### config.mk
export PLATFORM = sky130hd
export DESIGN_NAME = ultrasonic_echo_ranger
export DESIGN_NICKNAME = d
export VERILOG_FILES = /design/src/rtl/uer_pkg.sv /design/src/rtl/uer_ctrl.sv /design/src/rtl/ultrasonic_echo_ranger.sv
export SDC_FILE = /design/constraint.sdc
export NUM_CORES = 1
export LEC_CHECK = 0
export BUFFER_PORTS_ARGS = -buffer_cell sky130_fd_sc_hd__buf_2
export CAP_MARGIN = 40
export CORE_ASPECT_RATIO = 1.25
export CORE_UTILIZATION = 25
export DETAILED_ROUTE_END_ITERATION = 8
export PLACE_DENSITY = 0.4
export SYNTH_ARGS = -nofsm -noshare
export SYNTH_HDL_FRONTEND = slang
export SYNTH_SLANG_ARGS = --single-unit
export TNS_END_PERCENT = 50
### constraint.sdc
create_clock -name clk -period 17.6 [get_ports clk]
set_input_delay 1.76 -clock clk [delete_from_list [all_inputs] [get_ports clk]]
set_output_delay 1.76 -clock clk [all_outputs]
set_load 0.01 [all_outputs]
### src/rtl/uer_pkg.sv
package uer_pkg;

    localparam int TICK_BITS = 16;

    localparam int TIMEOUT_W = 8;
    localparam int TRIGGER_W = 16;
    localparam int CFG_DATA_W = 16;
    localparam int CFG_INDEX_W = 1;
    localparam int WAIT_W = 9;
    localparam int WIDTH_W = 9;
    localparam int DIST_W = 13;

    localparam logic [CFG_INDEX_W-1:0] REG_TIMEOUT_TICKS = 1'd0;
    localparam logic [CFG_INDEX_W-1:0] REG_TRIGGER_CYCLES = 1'd1;

    localparam logic [TIMEOUT_W-1:0] TIMEOUT_RESET = 8'd40;
    localparam logic [TRIGGER_W-1:0] TRIGGER_RESET = 16'd1000;

    typedef struct packed {
        logic start_req;
        logic tick;
        logic echo;
    } uer_in_t;

    typedef struct packed {
        logic               trigger_level;
        logic               busy_res;
        logic               done_res;
        logic               timed_out;
        logic [WIDTH_W-1:0] width_ticks;
        logic [DIST_W-1:0]  distance_cm;
    } uer_out_t;

    typedef struct packed {
        logic [TIMEOUT_W-1:0] timeout_ticks;
        logic [TRIGGER_W-1:0] trigger_cycles;
    } uer_cfg_t;

    // (343*w + 10) / 20 = 17*w + (3*w + 10) / 20; the small quotient uses 205/4096
    function automatic logic [DIST_W-1:0] dist_of(input logic [WIDTH_W-1:0] w);
        logic [9:0]        z;
        logic [17:0]       p;
        logic [DIST_W-1:0] base;
        z = 10'({1'b0, w} + {w, 1'b0}) + 10'd10;
        p = 18'(z) * 18'd205;
        base = {w, 4'd0} + DIST_W'(w);
        return base + DIST_W'(p[17:12]);
    endfunction

endpackage

### src/rtl/uer_ctrl.sv
module uer_ctrl (
    input  logic              clk,
    input  logic              rst_n,
    input  logic              accept,
    input  uer_pkg::uer_in_t  item,
    input  uer_pkg::uer_cfg_t cfg,
    output uer_pkg::uer_out_t res
);
    import uer_pkg::*;

    localparam logic [1:0] PH_IDLE = 2'd0;
    localparam logic [1:0] PH_TRIG = 2'd1;
    localparam logic [1:0] PH_RISE = 2'd2;
    localparam logic [1:0] PH_FALL = 2'd3;

    logic [1:0]           phase_reg, phase_next;
    logic [TRIGGER_W-1:0] trig_cnt_reg, trig_cnt_next;
    logic [TICK_BITS-1:0] tick_cnt_reg, tick_cnt_next;
    logic [TICK_BITS-1:0] start_tick_reg, start_tick_next;
    logic [WAIT_W-1:0]    wait_cnt_reg, wait_cnt_next;
    logic [WIDTH_W-1:0]   last_width_reg, last_width_next;
    logic                 echo_prev_reg;

    logic                 rise;
    logic                 fall;
    logic [TICK_BITS-1:0] diff;
    logic                 trig;
    logic                 done;
    logic                 tmo;

    assign rise = item.echo && !echo_prev_reg;
    assign fall = !item.echo && echo_prev_reg;
    assign tick_cnt_next = item.tick ? tick_cnt_reg + 1'b1 : tick_cnt_reg;
    assign diff = tick_cnt_next - start_tick_reg;

    always_comb
    begin
        phase_next = phase_reg;
        trig_cnt_next = trig_cnt_reg;
        start_tick_next = start_tick_reg;
        wait_cnt_next = wait_cnt_reg;
        last_width_next = last_width_reg;
        trig = 1'b0;
        done = 1'b0;
        tmo = 1'b0;
        unique case (phase_reg)
            PH_IDLE:
            begin
                if (item.start_req)
                begin
                    phase_next = PH_TRIG;
                    trig_cnt_next = TRIGGER_W'(1);
                    wait_cnt_next = '0;
                    trig = 1'b1;
                end
            end
            PH_TRIG:
            begin
                if (trig_cnt_reg >= cfg.trigger_cycles)
                begin
                    phase_next = PH_RISE;
                    wait_cnt_next = '0;
                end
                else
                begin
                    trig_cnt_next = trig_cnt_reg + 1'b1;
                    trig = 1'b1;
                end
            end
            default:
            begin
                if (item.tick && wait_cnt_reg != '1)
                    wait_cnt_next = wait_cnt_reg + 1'b1;
                priority if (phase_reg == PH_FALL && fall)
                begin
                    last_width_next = (diff > TICK_BITS'(256)) ? WIDTH_W'(256)
                                                               : WIDTH_W'(diff);
                    done = 1'b1;
                    phase_next = PH_IDLE;
                end
                else if (wait_cnt_next > WAIT_W'(cfg.timeout_ticks))
                begin
                    last_width_next = '0;
                    tmo = 1'b1;
                    phase_next = PH_IDLE;
                end
                else if (phase_reg == PH_RISE && rise)
                begin
                    start_tick_next = tick_cnt_next;
                    phase_next = PH_FALL;
                end
            end
        endcase
    end

    always_ff @(posedge clk or negedge rst_n)
    begin
        if (!rst_n)
        begin
            phase_reg <= PH_IDLE;
            trig_cnt_reg <= '0;
            tick_cnt_reg <= '0;
            start_tick_reg <= '0;
            wait_cnt_reg <= '0;
            last_width_reg <= '0;
            echo_prev_reg <= 1'b0;
        end
        else if (accept)
        begin
            phase_reg <= phase_next;
            trig_cnt_reg <= trig_cnt_next;
            tick_cnt_reg <= tick_cnt_next;
            start_tick_reg <= start_tick_next;
            wait_cnt_reg <= wait_cnt_next;
            last_width_reg <= last_width_next;
            echo_prev_reg <= item.echo;
        end
    end

    always_comb
    begin
        res.trigger_level = trig;
        res.busy_res = (phase_next != PH_IDLE);
        res.done_res = done;
        res.timed_out = tmo;
        res.width_ticks = last_width_next;
        res.distance_cm = dist_of(last_width_next);
    end

    a_trig_phase: assert property (@(posedge clk) disable iff (!rst_n)
        accept && trig |=> phase_reg == PH_TRIG)
        else $error("trigger without trigger phase");

    a_fall_needs_start: assert property (@(posedge clk) disable iff (!rst_n)
        accept && phase_reg == PH_RISE && rise && !tmo |=> phase_reg == PH_FALL)
        else $error("rising edge not captured");

    a_idle_after_end: assert property (@(posedge clk) disable iff (!rst_n)
        accept && (done || tmo) |=> phase_reg == PH_IDLE)
        else $error("measurement end did not return to idle");

endmodule

### src/rtl/ultrasonic_echo_ranger.sv
// A result appears in the output register the cycle after its transaction is accepted.
// One transaction per cycle unless stalled; next state and distance math are combinational.
// A single output register decouples the channels; input stalls only while it is held.
// Reset (rst_n, async, active low): idle, counters cleared, timeout 40, trigger_cycles 1000.
module ultrasonic_echo_ranger (
    input  logic                                clk,
    input  logic                                rst_n,
    input  logic                                in_valid,
    output logic                                in_stall,
    input  uer_pkg::uer_in_t                    in_data,
    output logic                                out_valid,
    input  logic                                out_stall,
    output uer_pkg::uer_out_t                   out_data,
    input  logic                                cfg_we,
    input  logic [uer_pkg::CFG_INDEX_W-1:0]     cfg_index,
    input  logic [uer_pkg::CFG_DATA_W-1:0]      cfg_data
);
    import uer_pkg::*;

    uer_cfg_t cfg_reg;
    uer_out_t res;
    uer_out_t out_data_reg;
    logic     out_valid_reg;
    logic     accept;

    assign in_stall = out_valid_reg && out_stall;
    assign accept = in_valid && !in_stall;
    assign out_valid = out_valid_reg;
    assign out_data = out_data_reg;

    always_ff @(posedge clk or negedge rst_n)
    begin
        if (!rst_n)
        begin
            cfg_reg.timeout_ticks <= TIMEOUT_RESET;
            cfg_reg.trigger_cycles <= TRIGGER_RESET;
        end
        else if (cfg_we)
        begin
            unique case (cfg_index)
                REG_TIMEOUT_TICKS:  cfg_reg.timeout_ticks <= cfg_data[TIMEOUT_W-1:0];
                REG_TRIGGER_CYCLES: cfg_reg.trigger_cycles <= cfg_data[TRIGGER_W-1:0];
                default:            cfg_reg <= cfg_reg;
            endcase
        end
    end

    uer_ctrl u_ctrl (
        .clk    (clk),
        .rst_n  (rst_n),
        .accept (accept),
        .item   (in_data),
        .cfg    (cfg_reg),
        .res    (res)
    );

    always_ff @(posedge clk or negedge rst_n)
    begin
        if (!rst_n)
            out_valid_reg <= 1'b0;
        else
            out_valid_reg <= accept || (out_valid_reg && out_stall);
    end

    always_ff @(posedge clk)
    begin
        if (accept)
            out_data_reg <= res;
    end

    a_accept_fills: assert property (@(posedge clk) disable iff (!rst_n)
        accept |=> out_valid)
        else $error("accepted transaction produced no result");

    a_end_exclusive: assert property (@(posedge clk) disable iff (!rst_n)
        out_valid |-> !(out_data.done_res && out_data.timed_out))
        else $error("done and timeout together");

    a_end_not_busy: assert property (@(posedge clk) disable iff (!rst_n)
        out_valid && (out_data.done_res || out_data.timed_out) |-> !out_data.busy_res)
        else $error("busy after measurement end");

    a_trig_busy: assert property (@(posedge clk) disable iff (!rst_n)
        out_valid && out_data.trigger_level |-> out_data.busy_res)
        else $error("trigger while not busy");

endmodule
==> flow_metrics.tcl <==
set metrics [dict create \
    status "complete, no violations" \
    min_to "u_ctrl.last_width_reg[6]" \
    worstMarginPinSlew_ns 0.8290 \
    grt_pass1_vias 6622 \
    fin_skew_ns 0.009243 \
    grt_usage 0.1226 \
    ys_seq_area_frac 0.3506 \
    postPlaceCellArea_um2 9761 \
    syn-cell-area_um2 8964 \
    fin_area_um2 10380 \
    reg2reg_to "out_data[11]" \
    finalHoldViolations 0 \
    holdPathStages 2 \
    synth_compound_area_frac 0.1314 \
    syn_avg_cell_area_um2 9.576 \
    grt_overflow 0 \
    num_vias 6599 \
    leakagePower_uw 0.005128 \
    clk_latency_ns 0.42 \
    p_per_area_nw_per_um2 134.0 \
    synth-xor-area-share 0.08473 \
    synthArstFlopShare 0.7833 \
    synth_top_family_by_area "adder cells" \
    cts_root_buf "clkbuf_16" \
    synth_cell_types 71 \
    grt_max_degree 49 \
    cap_viol_max_count 0 \
    cp_max_fo 9 \
    rows 77 \
    synthAdderAreaFrac 0.2138 \
    cts-resized-gates 0 \
    critPathLaunch "in_data[1]" \
    dpl.cell_count 1436 \
    ys.flop_type "dfrtp_1" \
    h-tree-depth 4 \
    slowest_delay_ns 0.53 \
    fin_util 0.2936 \
    dieArea_um2 36620 \
    synth_warnings 0 \
    rr_worst_depth 55 \
    required_ns 17.77 \
    hpwl_mm 16.27 \
    arrival_ns 13.48 \
    wl_per_cell_um 14.38 \
    synth-seq-cells 120 \
    ios 53 \
    first_iter_violations 219 \
    core-area_um2 35360 \
    setup_viol 0 \
    grt_pass1_wl_mm 34.35 \
    largest_register_ffs 26 \
    wirelength_mm 21.11 \
    ir_drop_v 0.00007366 \
    die_x_um 171.4 \
    min-delay-start "u_ctrl.last_width_reg[6]" \
    cts.path.max_buffers 2 \
    holdBufCountCts 0 \
    startpoint_type "primary input" \
    ant_nets 0 \
    max-slew-margin-rel 0.4462 \
    dr.pass1.iters 5 \
    numClockSinks 120 \
    cp-end-kind "flip-flop" \
    layout-drive-gt1-share 0.1328 \
    cts-buffers-inserted 17 \
    die_y_um 213.7 \
    final_cells 1468 \
    antenna_found_initial 2 \
    post_cts_buffers 0 \
    period_needed_ns 13.31 \
    report.final.slew_viol_count 0 \
    io_buffers 52 \
    drc_errors 0 \
    synthMuxAreaShare 0.02931 \
    hold_path.class "reg2reg" \
    synthToLayoutAreaGrowth_pct 15.80 \
    clk_pin_slew_ns 0.06 \
    cpMostUsedCell "ha_1" \
    n_fill_cell 3776 \
    vias_per_cell 4.495 \
    period_share 0.7564 \
    synth-simple-area-share 0.1253 \
    fmax_mhz 75.12 \
    gp_congestion 0.7762 \
    timing.hold.ws_ns 0.4826 \
    syn_inst 936 \
    start_util 0.2535 \
    synth_nets 1101 \
    fin_tns_setup_ns 0 \
    r2r-start "u_ctrl.wait_cnt_reg[0]" \
    critPathSlowestCell "fa_1" \
    rrSetupSlack_ns 5.33 \
    cts_tree "done" \
    antenna_cells 0 \
    crit_type "in2reg" \
    rsz0062_at_grt "false" \
    nNetsFinal 1146 \
    synth_edf_count 26 \
]
==> worst max-delay path: cells and delay by family <==
kind	cells	cell delay [ns]
simple gates	13	2.93
buf+inv	6	0.55
compound gates	21	3.45
xor+xnor	3	0.55
fa+ha+maj	11	4.23
==> worst max path at each step <==
| stage | to | slack (ns) |
|---|---|---|
| floorplan | out_data[11] | 5.10 |
| global placement | out_data[11] | 4.03 |
| detailed placement | out_data[11] | 3.83 |
| CTS | out_data[11] | 4.25 |
| global route | out_data[11] | 3.21 |
| finish | out_data[11] | 4.29 |
==> synthesized netlist by cell type, drive strengths merged, types with 12 or more instances <==
cell type    n  area [um2]
ha         118        1476
inv        118       442.9
dfrtp       86        2152
nand2       84       315.3
nor2        61       231.5
o21ai       54       274.0
xnor2       49       429.2
a21oi       38       197.7
xor2        35       306.5
clkbuf      26       101.3
edfxtp      26       780.8
nand4       26       168.9
fa          22       440.4
a21o        19       142.6
mux2        18       202.7
nand3       17       85.08
nor3        12       60.06
==> logic make-up after synthesis <==
family,Yosys count
AND/OR/NAND/NOR,239
AO/OA/AOI/OAI,177
buffers and inverters,151
adder cells (fa/ha/maj),140
flip-flops,120
XOR/XNOR,85
multiplexers,24
==> placed cells by master (no fill, tap or decap), types with 8 or more instances in the layout <==
cell         n
nor3_1      12
dfstp_2      8
xor2_1      35
nand2_1     84
ha_1       118
buf_2       51
o21ai_0     50
a21o_1      19
mux2_2      18
inv_1      116
nand3_1     17
xnor2_1     49
nand2b_1     8
dfrtp_1     86
edfxtp_1    26
o21a_1       8
and3_1       8
nand4_1     25
clkbuf_16   19
a21oi_1     36
nor2_1      60
fa_1        22
==> power breakdown <==
group | total [uW] | leakage [uW] | internal, uW | switching (uW)
sequential | 389 | 0.00144 | 348 | 41.4
clock | 371 | 0.000305 | 228 | 142
combinational | 631 | 0.00338 | 262 | 369
total | 1390 | 0.00513 | 838 | 553
==> routing by layer <==
metal | up-vias | GRT usage | wire length [um]
met5 | - | 0 | 13
met4 | 2 | 0.03910 | 268
met3 | 18 | 0.02455 | 449
met2 | 64 | 0.2208 | 10930
met1 | 3203 | 0.1450 | 9452
li1 | 3312 | - | -
==> cell type report <==
| class | instances | area [um2] | area share |
|---|---|---|---|
| Tap cell | 474 | 593.1 | 0.05714 |
| Inverter | 118 | 442.9 | 0.04267 |
| Sequential cell | 120 | 3143 | 0.3028 |
| Multi-Input combinational cell | 665 | 5246 | 0.5054 |
| Clock inverter | 12 | 136.4 | 0.01314 |
| Clock buffer | 20 | 483.0 | 0.04653 |
| Timing Repair Buffer | 59 | 335.3 | 0.03230 |
==> stage by stage <==
stage                     worst slack, ns  total power, uW
after floorplan                     5.104            864.3
after global placement              4.033             1036
after detailed placement            3.826             1039
after CTS                           4.255             1422
after global routing                3.205             1516
final                               4.288             1391
Note: power is estimated with default switching activity, not from simulation.
